### config.mk
export PLATFORM = sky130hd
export DESIGN_NAME = drgl_cell
export DESIGN_NICKNAME = d
export VERILOG_FILES = /design/src/drgl_pkg.sv /design/src/drgl_cell.sv
export SDC_FILE = /design/constraint.sdc
export NUM_CORES = 1
export LEC_CHECK = 0
export BUFFER_PORTS_ARGS = -buffer_cell sky130_fd_sc_hd__buf_2
export CAP_MARGIN = 0
export CELL_PAD_IN_SITES_DETAIL_PLACEMENT = 0
export CELL_PAD_IN_SITES_GLOBAL_PLACEMENT = 1
export CORE_AREA = 5 5 258 260
export CTS_CLUSTER_DIAMETER = 120
export DETAILED_ROUTE_END_ITERATION = 7
export DIE_AREA = 0 0 263 265
export PLACE_DENSITY = 0.54
export SLEW_MARGIN = 40
export SYNTH_ARGS = -nofsm -noshare
export SYNTH_HDL_FRONTEND = slang
export SYNTH_SLANG_ARGS = --single-unit
### constraint.sdc
create_clock -name clk -period 12 [get_ports clk]
set_input_delay 1.8 -clock clk [delete_from_list [all_inputs] [get_ports clk]]
set_output_delay 1.8 -clock clk [all_outputs]
set_load 0.05 [all_outputs]
### src/drgl_pkg.sv
// shared types and constants for the receive log with duplicate grouping
package drgl_pkg;

  // command codes
  localparam logic CMD_INSERT = 1'b0;
  localparam logic CMD_READ   = 1'b1;

  // configuration register indexes
  localparam int CFG_IDX_W  = 1;
  localparam int CFG_DATA_W = 16;
  localparam logic [CFG_IDX_W-1:0] REG_WINDOW = 1'b0;
  localparam logic [CFG_IDX_W-1:0] REG_CHUNK  = 1'b1;

  // configuration reset values
  localparam logic [15:0] WINDOW_RESET = 16'd5000;
  localparam logic [7:0]  CHUNK_RESET  = 8'd10;

  typedef struct packed {
    logic               command;
    logic               kind;
    logic [63:0]        key;
    logic signed [15:0] rssi_q;
    logic signed [15:0] snr_q;
    logic signed [31:0] freq_error;
    logic [31:0]        now_ms;
    logic               bad;
    logic [7:0]         read_index;
  } request_t;

  typedef struct packed {
    logic [7:0]         slot;
    logic [7:0]         count;
    logic               valid_res;
    logic               out_kind;
    logic [63:0]        out_key;
    logic signed [15:0] out_rssi_q;
    logic signed [15:0] out_snr_q;
    logic signed [31:0] out_freq_error;
    logic [31:0]        out_time_ms;
    logic               out_bad;
  } result_t;

  // one stored log entry
  typedef struct packed {
    logic               kind;
    logic               bad;
    logic [63:0]        key;
    logic signed [15:0] rssi_q;
    logic signed [15:0] snr_q;
    logic signed [31:0] freq_error;
    logic [31:0]        time_ms;
  } entry_t;

  typedef struct packed {
    logic [15:0] window;
    logic [7:0]  chunk;
  } cfg_t;

  // what every cell of the ring does in a cycle
  typedef enum logic [1:0] {
    CELL_HOLD,
    CELL_DOWN,
    CELL_UP,
    CELL_INSERT
  } cell_op_t;

  typedef enum logic [2:0] {
    ST_IDLE,
    ST_EVICT,
    ST_SCAN,
    ST_PLACE,
    ST_READ
  } state_t;

endpackage

### src/drgl_cell.sv
// one log entry cell of the ring, fed by both neighbors
module drgl_cell import drgl_pkg::*; #(
  parameter int CW  = 8,
  parameter int IDX = 0
) (
  input  logic          clk,
  input  cell_op_t      op,
  input  logic [CW-1:0] lo,
  input  logic [CW-1:0] hi,
  input  entry_t        new_entry,
  input  entry_t        from_lo,
  input  entry_t        from_hi,
  output entry_t        entry
);

  localparam logic [CW-1:0] MY_IDX = CW'(IDX);

  // hold, rotate either way, or open a gap for a new entry
  always_ff @(posedge clk) begin
    case (op)
      CELL_DOWN: entry <= from_hi;
      CELL_UP:   entry <= from_lo;
      CELL_INSERT: begin
        if (MY_IDX == lo) begin
          entry <= new_entry;
        end else if (MY_IDX > lo && MY_IDX <= hi) begin
          entry <= from_lo;
        end
      end
      default: entry <= entry;
    endcase
  end

endmodule

==> summary.txt <==
Synthesis
  • Top cell type's share of synthesized area: 55.39%
  • Largest cells by area after synthesis: edfxtp_1 (55%), mux2_2 (31%), mux2_1 (10%)
  • Cells after Synth: 528
  • Seq/Total Area, Yosys: 55.39%
  • Synth Net Count: 1033
  • Synth Area per Inst: 16.63 sq um
  • Unique masters post-synth: 13
  • Yosys warnings: 0
  • Largest area contributor in the synthesized netlist: edfxtp_1
  • Post-synthesis cell area: 8782 sq um
  • Flop and latch count out of synthesis: 162

Die
  • Die Span Y: 265 um
  • Initial core utilization: 13.75%
  • Core area: 63880 sq um
  • Horiz. Die Dim: 263 um
  • Die area: 69700 sq um
  • Num ports: 667
  • Site Rows: 93

Setup path
  • Max incr delay on CP: 0.54 ns
  • Worst path cell trace: buf_2, nor4_2, nand4_4, buf_4, buf_4, mux2_1
  • Crit. End Element: flip-flop
  • Worst EP required: 12.20 ns
  • Buf/Inv on CP: 3
  • Crit Path Class: in -> reg
  • Max stage delay cell, worst path: nor4_2
  • Worst-path fanout max: 51
  • Critical path launch point type: input pin
  • Cell repeated most along the worst path: buf_4
  • CP delay by family, top: simple AND/OR/NAND/NOR gates
  • Worst EP arrival: 4.17 ns

Power
  • Final Power: 1.844 mW
  • Static leakage: 5.879 nW
  • Sw Ratio: 34.68%
  • Clock Power Share: 32.2%
  • PwrDens: 134.8 nW/um^2
  • P_int: 1.205 mW
  • Gate power share: 28.7%
  • Max rail drop VDD: 105.1 uV
  • Reg power frac: 39.2%
  • Switch Pwr: 0.6396 mW

Place
  • Post-DP Area: 13040 sq um
  • Post-detail-place hpwl: 30140 um
  • Routability congestion estimate: 0.9168
  • Dpl ws: 7.403 ns
  • PortBufs: 658

STA
  • Slew headroom: 52.52%
  • RSZ-0062 raised after global routing: no
  • Final period util: 33.07%
  • Setup TNS: 0 ns
  • Final hold violation count: 0
  • Least-Margin Pin Slew: 0.7122 ns
  • Minimum clock period: 3.969 ns
  • Final Slew Violations: 0
  • Worst Slack Setup Final: 8.031 ns
  • Max Clk Rate: 252.0 MHz
  • Final setup fails: 0

Min path
  • Worst Hold Class: in -> reg

Clock tree
  • CTS tree: done
  • Root buf cell: clkbuf_16
  • PostCTS Resize Cnt: 0
  • Setup repair bufs after CTS: 0
  • Clock-pin slew on the worst setup and hold paths: 0.08 ns
  • CTS Buf Count: 17
  • H-tree Lvls: 4
  • Hold buffer count at CTS: 0
  • Clock sinks: 162
  • CTS Buffer Depth: 2

Global route
  • First-pass GRT wire length: 52260 um
  • GRT Util Overall: 10.09%
  • Largest net degree at the start of global routing: 65
  • Vias in the first global route: 7987
  • Antenna violations before repair: 12
  • Overflow after GRT: 0

Finish
  • Max reg flops: 162
  • P&R area growth vs syn: 55.72%
  • Commonest non-fill, non-tap cell in the layout: buf_2
  • Design Area, Final: 13680 sq um
  • Largest Register: entry
  • Largest regs: entry (162)
  • Multi-input logic area: 3719 sq um
  • Layout cell share with drive strength beyond 1: 79.30%
  • FF+latch area: 4865 sq um
  • Fill cell total of the finished layout: 6933
  • Most frequent cells in the layout: buf_2 (657), mux2_2 (244), edfxtp_1 (162), mux2_1 (80), clkbuf_16 (17)
  • Final #Nets: 1685

Route
  • DR vias: 7179
  • DRC Markers: 0
  • Drt pass-1 iters: 4
  • Vias per cell: 3.502
  • Antenna Nets Post-Route: 0
  • Drt total wl: 36720 um
  • Avg WL per Cell: 17.91 um
  • DRT iter0 DRCs: 216

Flow run
  • Max-Cap Viols: 0

Status
  • Status: complete, no violations
-- power groups by stage --
stage	Clock, mW	Combinational (mW)	Sequential [mW]
6_report	0.593	0.529	0.722
5_1_grt	0.650	0.559	0.729
4_1_cts	0.629	0.538	0.724
3_5_place_dp	0	0.537	0.736
3_3_place_gp	0	0.536	0.735
2_1_floorplan	0	0.0975	0.992
-- metrics by stage --
stage / utilization, % / cells / hold slack (ns)
finish: 21.41 / 2050 / 1.606
global route: 21.41 / 2050 / 1.555
CTS: 21.36 / 2047 / 1.539
detailed placement: 20.41 / 2015 / 2.085
global placement: 20.37 / 2014 / 2.084
floorplan: - / 528 / 2.001
-- Yosys cell counts --
cell type / count
a21oi_1: 1
buf_1: 3
buf_2: 16
buf_4: 1
buf_6: 8
clkbuf_1: 7
edfxtp_1: 162
mux2_1: 80
mux2_2: 244
nand2_1: 1
nand4_2: 1
nor2_1: 2
nor4_2: 2
-- metal layers --
| layer | vias to the layer above | global-route usage [%] | wire (um) |
|---|---|---|---|
| li1 | 3373 | - | - |
| met1 | 3332 | 10.42 | 13460 |
| met2 | 429 | 18.07 | 18720 |
| met3 | 41 | 4.947 | 3809 |
| met4 | 4 | 3.121 | 694 |
| met5 | - | 0 | 34 |
-- cell families (layout without fill, tap and decap cells) --
family | count (synthesis) | count (layout) | share of synthesized area [%]
AOI/OAI and AO/OA | 1 | 1 | 0.05693
DFF | 162 | 162 | 55.39
muxes | 324 | 324 | 41.54
other | 0 | 2 | 0
and+or+nand+nor | 6 | 6 | 0.5556
buffers and inverters | 35 | 700 | 2.451
-- final timing paths --
check,startpoint,endpoint,slack [ns],cells after the start
worst max-delay path,lo[4],entry[124],8.03,6
worst min-delay path,new_entry[127],entry[127],1.61,2
-- area by class of cell --
type | instances | share of cell area (%)
Sequential cell | 162 | 35.57
Multi-Input combinational cell | 331 | 27.19
Timing Repair Buffer | 668 | 24.94
Tap cell | 855 | 7.823
Clock buffer | 19 | 3.166
Clock inverter | 13 | 1.272
Antenna cell | 2 | 0.03660
No activity file was read; power rests on OpenSTA's default activity.
