==> src/drgl_pkg.sv <==
// shared types and constants for the receive log with duplicate grouping
package drgl_pkg;

  // command codes
  localparam logic CMD_INSERT = 1'b0;
  localparam logic CMD_READ   = 1'b1;

  // configuration register indexes
  localparam int CFG_IDX_W  = 1;
  localparam int CFG_DATA_W = 16;
  localparam logic [CFG_IDX_W-1:0] REG_WINDOW = 1'b0;
  localparam logic [CFG_IDX_W-1:0] REG_CHUNK  = 1'b1;

  // configuration reset values
  localparam logic [15:0] WINDOW_RESET = 16'd5000;
  localparam logic [7:0]  CHUNK_RESET  = 8'd10;

  typedef struct packed {
    logic               command;
    logic               kind;
    logic [63:0]        key;
    logic signed [15:0] rssi_q;
    logic signed [15:0] snr_q;
    logic signed [31:0] freq_error;
    logic [31:0]        now_ms;
    logic               bad;
    logic [7:0]         read_index;
  } request_t;

  typedef struct packed {
    logic [7:0]         slot;
    logic [7:0]         count;
    logic               valid_res;
    logic               out_kind;
    logic [63:0]        out_key;
    logic signed [15:0] out_rssi_q;
    logic signed [15:0] out_snr_q;
    logic signed [31:0] out_freq_error;
    logic [31:0]        out_time_ms;
    logic               out_bad;
  } result_t;

  // one stored log entry
  typedef struct packed {
    logic               kind;
    logic               bad;
    logic [63:0]        key;
    logic signed [15:0] rssi_q;
    logic signed [15:0] snr_q;
    logic signed [31:0] freq_error;
    logic [31:0]        time_ms;
  } entry_t;

  typedef struct packed {
    logic [15:0] window;
    logic [7:0]  chunk;
  } cfg_t;

  // what every cell of the ring does in a cycle
  typedef enum logic [1:0] {
    CELL_HOLD,
    CELL_DOWN,
    CELL_UP,
    CELL_INSERT
  } cell_op_t;

  typedef enum logic [2:0] {
    ST_IDLE,
    ST_EVICT,
    ST_SCAN,
    ST_PLACE,
    ST_READ
  } state_t;

endpackage

==> src/drgl_seq.sv <==
// sequencer: count, eviction, duplicate scan at the probe cell, reads and results
module drgl_seq import drgl_pkg::*; #(
  parameter int DEPTH = 256,
  parameter int CW    = 8
) (
  input  logic          clk,
  input  logic          rst,
  input  logic          start,
  input  request_t      request,
  input  cfg_t          cfg,
  input  entry_t        probe,
  output logic          busy,
  output logic          done,
  output result_t       result,
  output cell_op_t      op,
  output logic [CW-1:0] lo,
  output logic [CW-1:0] hi,
  output entry_t        new_entry
);

  localparam int XW = CW + 8;
  localparam logic [CW-1:0] LAST = CW'(DEPTH - 1);

  state_t        state, state_next;
  request_t      item;
  logic [CW-1:0] cnt;
  logic [CW-1:0] jc;
  logic [CW-1:0] mpos;
  logic [7:0]    ec;
  logic          stopped;
  logic          matched;

  logic [7:0]    chunk_eff;
  logic          full;
  logic          drop_all;
  logic          read_ok;
  logic [31:0]   age;
  logic          probe_active;
  logic          probe_stale;
  logic          probe_hit;
  logic [CW:0]   mpos_inc;
  logic [CW-1:0] place_at;
  logic          cap_hit;

  // entry built from the item being inserted
  assign new_entry = '{kind: item.kind, bad: item.bad, key: item.key,
                       rssi_q: item.rssi_q, snr_q: item.snr_q,
                       freq_error: item.freq_error, time_ms: item.now_ms};

  // decisions on count, probe and placement
  always_comb begin
    chunk_eff    = (cfg.chunk == 8'd0) ? 8'd1 : cfg.chunk;
    full         = cnt >= LAST;
    drop_all     = XW'(chunk_eff) >= XW'(cnt);
    read_ok      = XW'(request.read_index) < XW'(cnt);
    age          = item.now_ms - probe.time_ms;
    probe_active = !stopped && (jc < cnt);
    probe_stale  = age > 32'(cfg.window);
    probe_hit    = (probe.kind == item.kind) && (probe.key == item.key);
    mpos_inc     = {1'b0, mpos} + 1'b1;
    place_at     = (matched && ({1'b0, cnt} > mpos_inc)) ? mpos_inc[CW-1:0] : cnt;
    cap_hit      = XW'(jc) == XW'(item.read_index);
  end

  // next state
  always_comb begin
    state_next = state;
    case (state)
      ST_IDLE: begin
        if (start) begin
          if (request.command == CMD_READ) begin
            state_next = read_ok ? ST_READ : ST_IDLE;
          end else if (full) begin
            state_next = drop_all ? ST_PLACE : ST_EVICT;
          end else if (request.bad || cnt == '0) begin
            state_next = ST_PLACE;
          end else begin
            state_next = ST_SCAN;
          end
        end
      end
      ST_EVICT: begin
        if (ec == 8'd1) begin
          state_next = item.bad ? ST_PLACE : ST_SCAN;
        end
      end
      ST_SCAN: begin
        if (jc == '0) begin
          state_next = ST_PLACE;
        end
      end
      ST_PLACE: state_next = ST_IDLE;
      ST_READ: begin
        if (jc == '0) begin
          state_next = ST_IDLE;
        end
      end
      default: state_next = ST_IDLE;
    endcase
  end

  // ring control
  always_comb begin
    busy = state != ST_IDLE;
    lo   = place_at;
    hi   = cnt;
    case (state)
      ST_EVICT: op = CELL_DOWN;
      ST_SCAN:  op = CELL_UP;
      ST_READ:  op = CELL_UP;
      ST_PLACE: op = CELL_INSERT;
      default:  op = CELL_HOLD;
    endcase
  end

  // state, counters and result register
  always_ff @(posedge clk) begin
    if (rst) begin
      state   <= ST_IDLE;
      cnt     <= '0;
      jc      <= LAST;
      stopped <= 1'b0;
      matched <= 1'b0;
      done    <= 1'b0;
    end else begin
      state <= state_next;
      // result strobe at the end of every item
      done  <= (state == ST_PLACE) || (state == ST_READ && jc == '0) ||
               (state == ST_IDLE && start && request.command == CMD_READ && !read_ok);
      case (state)
        ST_IDLE: begin
          stopped <= 1'b0;
          matched <= 1'b0;
          jc      <= LAST;
          if (start) begin
            item <= request;
            if (request.command == CMD_READ) begin
              if (!read_ok) begin
                result <= '{slot: request.read_index, count: 8'(cnt), valid_res: 1'b0,
                            out_kind: 1'b0, out_key: '0,
                            out_rssi_q: '0, out_snr_q: '0,
                            out_freq_error: '0, out_time_ms: '0,
                            out_bad: 1'b0};
              end
            end else if (full) begin
              if (drop_all) begin
                cnt <= '0;
              end else begin
                cnt <= cnt - CW'(chunk_eff);
              end
              ec <= chunk_eff;
            end
          end
        end
        ST_EVICT: ec <= ec - 8'd1;
        ST_SCAN: begin
          jc <= jc - 1'b1;
          if (probe_active) begin
            if (probe_stale) begin
              stopped <= 1'b1;
            end else if (probe_hit) begin
              stopped <= 1'b1;
              matched <= 1'b1;
              mpos    <= jc;
            end
          end
        end
        ST_PLACE: begin
          cnt  <= cnt + 1'b1;
          result <= '{slot: 8'(place_at), count: 8'(cnt + 1'b1), valid_res: 1'b1,
                      out_kind: item.kind, out_key: item.key,
                      out_rssi_q: item.rssi_q, out_snr_q: item.snr_q,
                      out_freq_error: item.freq_error, out_time_ms: item.now_ms,
                      out_bad: item.bad};
        end
        ST_READ: begin
          jc <= jc - 1'b1;
          if (cap_hit) begin
            result <= '{slot: item.read_index, count: 8'(cnt), valid_res: 1'b1,
                        out_kind: probe.kind, out_key: probe.key,
                        out_rssi_q: probe.rssi_q, out_snr_q: probe.snr_q,
                        out_freq_error: probe.freq_error, out_time_ms: probe.time_ms,
                        out_bad: probe.bad};
          end
        end
        default: ;
      endcase
    end
  end

endmodule

==> config.mk <==
export PLATFORM = sky130hd
export DESIGN_NAME = drgl_seq
export DESIGN_NICKNAME = d
export VERILOG_FILES = /design/src/drgl_pkg.sv /design/src/drgl_seq.sv
export SDC_FILE = /design/constraint.sdc
export NUM_CORES = 1
export LEC_CHECK = 0
export BUFFER_PORTS_ARGS = -buffer_cell sky130_fd_sc_hd__buf_2
export CORE_AREA = 2 2 285 287
export CTS_BUF_LIST = sky130_fd_sc_hd__clkbuf_8
export CTS_CLUSTER_DIAMETER = 100
export CTS_CLUSTER_SIZE = 40
export DETAILED_ROUTE_END_ITERATION = 8
export DIE_AREA = 0 0 287 289
export MAX_ROUTING_LAYER = met4
export SYNTH_ARGS = -nofsm -noshare
export SYNTH_HDL_FRONTEND = slang
export SYNTH_SLANG_ARGS = --single-unit
export TNS_END_PERCENT = 20
==> constraint.sdc <==
create_clock -name clk -period 59.4 [get_ports clk]
set_input_delay 0 -clock clk [delete_from_list [all_inputs] [get_ports clk]]
set_output_delay 0 -clock clk [all_outputs]
set_load 0.01 [all_outputs]
==> results by group <==
Pwr
  – Leakage power: 0.0120 uW
  – Max VDD drop: 0.0250 mV
  – Pwr dens: 26.3 nW/um^2

Routing
  – Router iterations before antenna repair: 7
  – DRT antenna net count: 0
  – Per-cell routed wire length: 21.1 um
  – Number of DRC markers in iteration 0: 1291
  – Vias: 17400
  – Total routed wirelength: 78700 um
  – Drt drc: 0
  – Via/cell ratio: 4.66

Worst setup path
  – Critical Path RT: 59.71 ns
  – R2R Setup Slk: 53.66 ns
  – Critical Setup Path Class: register to register
  – WP data arrival: 6.05 ns
  – Critical path fanouts, max: 8
  – CP Capture Type: register
  – Critical path launch point type: register

CTS
  – Root Buffer: clkbuf_8
  – Clk pin slew, worst setup/hold paths: 0.17 ns
  – Htree depth: 1
  – Skew-Pair Late Insertion Delay: 0.73 ns
  – CTS tree: yes
  – # resized after CTS: 0
  – Clock Path Buffers: 3
  – TritonCTS Buffers: 21
  – CTS sink cnt: 387

Synthesis
  – Post-synth EDFFs: 365
  – Cells after Synth: 1606
  – Sequential area share after synthesis: 0.574
  – Synthesis warning total: 0
  – Main flop type after synthesis: edfxtp_1
  – Mapped Area: 19900 um^2
  – Synth async-reset ratio: 0
  – Avg Cell Area, Syn: 12.4 um^2
  – #FFs+latches synth: 387
  – Syn Nets: 2052
  – Yosys cell types: 83

Timing
  – Final Hold Viols: 0
  – Setup tns final: 0 ns
  – Min Tclk post-route: 5.74 ns
  – Max Clock Skew: 0.0915 ns
  – Final setup fails: 0
  – Period utilization: 0.0967
  – RSZ-0062 raised after global routing: false
  – Final Max Slew Viols: 0
  – Fmax: 174 MHz
  – Worst slew pin tran: 1.14 ns
  – Slew margin rel.: 0.240

Job
  – Max Cap Violations: 0

Floorplanning
  – Initial Util: 0.249
  – DIE WIDTH: 287 um
  – Die area: 82900 um^2
  – CORE AREA: 79900 um^2
  – Row Count: 104
  – Num ports: 721
  – DIE HEIGHT: 289 um

GRT
  – First-pass GRT wire length: 110000 um
  – Total GRT Usage: 0.182
  – Grt total ovfl: 0
  – Initial antenna violation count: 16
  – Vias in the first global route: 17600
  – Largest net degree at the start of global routing: 80

Layout
  – Layout cells sized above 1: 0.305
  – Final std cells w/o fill: 3723
  – Fillers: 7724
  – Layout area overhead: 46.1%
  – Nets: 3080

Min path
  – Hold Crit Class: input port to register

Place
  – Dpl cells: 3174
  – IO buf count: 720
  – Detail Placement HPWL: 56600 um
  – Gpl congestion: 0.869

Run status
  – Status: finished, final reports clean
-- cells in the mapped netlist, drive strengths merged (12+ instances only) --
master | count | share of area
a22o | 139 | 0.061
ha | 84 | 0.053
nor2 | 44 | 0.0083
nand2 | 88 | 0.017
dfxtp | 22 | 0.022
clkbuf | 48 | 0.0091
and3 | 12 | 0.0038
nand4 | 25 | 0.0079
nor3 | 23 | 0.0060
nor2b | 13 | 0.0042
o21ai | 77 | 0.020
a21oi | 62 | 0.017
nor4 | 19 | 0.0063
buf | 179 | 0.066
edfxtp | 365 | 0.55
inv | 93 | 0.018
xor2 | 51 | 0.022
nand3 | 27 | 0.0068
a21o | 28 | 0.011
xnor2 | 65 | 0.029
o21a | 16 | 0.0060
-- area by class of cell --
class                   count  area, um^2  area share
diodes                     14        35.0     0.00121
well taps                1060        1330      0.0457
clock buffers              21         289     0.00996
flip-flops and latches    387       11400       0.393
inverters                  93         349      0.0120
repair buffers           1232        8690       0.300
multi-input cells         899        6630       0.229
clock inverters            17         292      0.0100
-- stage by stage --
step,area [um^2],utilization,hold WS (ns),worst slack (ns),power [uW]
2_1_floorplan,19900,-,0.0989,28.65,526
3_3_place_gp,23400,0.293,0.176,53.86,580
3_5_place_dp,23400,0.293,0.178,53.66,582
4_1_cts,29000,0.363,0.00123,53.58,764
5_1_grt,29000,0.363,0.0195,53.05,797
6_report,29000,0.363,0.0707,53.66,762
-- per-layer routing --
| metal | share of wire | up-vias | GRT usage |
|---|---|---|---|
| met5 | 0 | - | - |
| met4 | 0.039 | 0 | 0.0624 |
| met3 | 0.083 | 176 | 0.0448 |
| met2 | 0.46 | 822 | 0.284 |
| met1 | 0.41 | 8488 | 0.229 |
| li1 | - | 7878 | - |
-- kinds of logic after synthesis --
family,count (synthesis),share of synthesized area
flops,387,0.574
fa+ha+maj,86,0.0549
mux,11,0.00567
simple gates,285,0.0727
compound gates,401,0.148
xor+xnor,116,0.0512
buf+inv,320,0.0931
-- registers in the layout, indices dropped and copies added (netlist names) --
register / flops
stopped: 1
hi: 8
result: 179
jc: 8
done: 1
ec: 8
mpos: 8
new_entry: 162
matched: 1
state: 3
item: 8
-- critical path, stage by stage (launching register included) --
cell	delay, ns
edfxtp_1	0.45
ha_1	0.40
and3_1	0.28
and4_2	0.23
o21ai_0	0.12
a31oi_1	0.48
a311oi_1	0.19
xnor2_1	0.16
ha_1	0.30
nand3_1	0.11
nor3_1	0.35
nand4_1	0.14
o31ai_1	0.29
o2111ai_1	0.15
or4_4	0.54
nor4_2	0.40
nand3_1	0.16
nor2_1	0.61
-- placed cells by master (no fill, tap or decap), drive strengths merged, types with 7 or more instances in the layout --
cell type | netlist | layout
diode | 0 | 14
a22o | 139 | 139
a211o | 11 | 11
a21o | 28 | 28
o21ai | 77 | 77
dlygate4sd3 | 0 | 497
nand4 | 25 | 25
buf | 179 | 735
o21a | 16 | 16
dfxtp | 22 | 22
ha | 84 | 84
a21oi | 62 | 62
nor2 | 44 | 44
nand2 | 88 | 88
nand2b | 9 | 9
xor2 | 51 | 51
xnor2 | 65 | 65
clkbuf | 48 | 21
nor4 | 19 | 19
a211oi | 8 | 8
inv | 93 | 99
edfxtp | 365 | 365
nor2b | 13 | 13
a31oi | 7 | 7
and3 | 12 | 12
mux2i | 9 | 9
nand3 | 27 | 27
clkinv | 0 | 8
o31ai | 8 | 8
nor3 | 23 | 23
-- report_power, final --
| part | leakage, uW | switching [uW] | total [uW] | internal, uW |
|---|---|---|---|---|
| logic | 0.00818 | 137 | 235 | 97.6 |
| registers | 0.00356 | 25.5 | 372 | 346 |
| clock network | 0.000280 | 106 | 156 | 49.8 |
-- path summary, 6_finish.rpt --
| path | cells past startpoint | startpoint | endpoint |
|---|---|---|---|
| min reg2reg | 2 | matched | matched |
| max reg2reg | 17 | new_entry[7] | mpos[1] |
| min | 2 | request[114] | new_entry[105] |
| max | 17 | new_entry[7] | mpos[1] |
-- what timing repair did --
| item | in CTS | in global routing |
|---|---|---|
| hold buffers | 496 | 1 |
| setup buffers | 0 | 0 |
| hold endpoints to repair | 370 | 1 |
No activity file was read; power rests on OpenSTA's default activity.
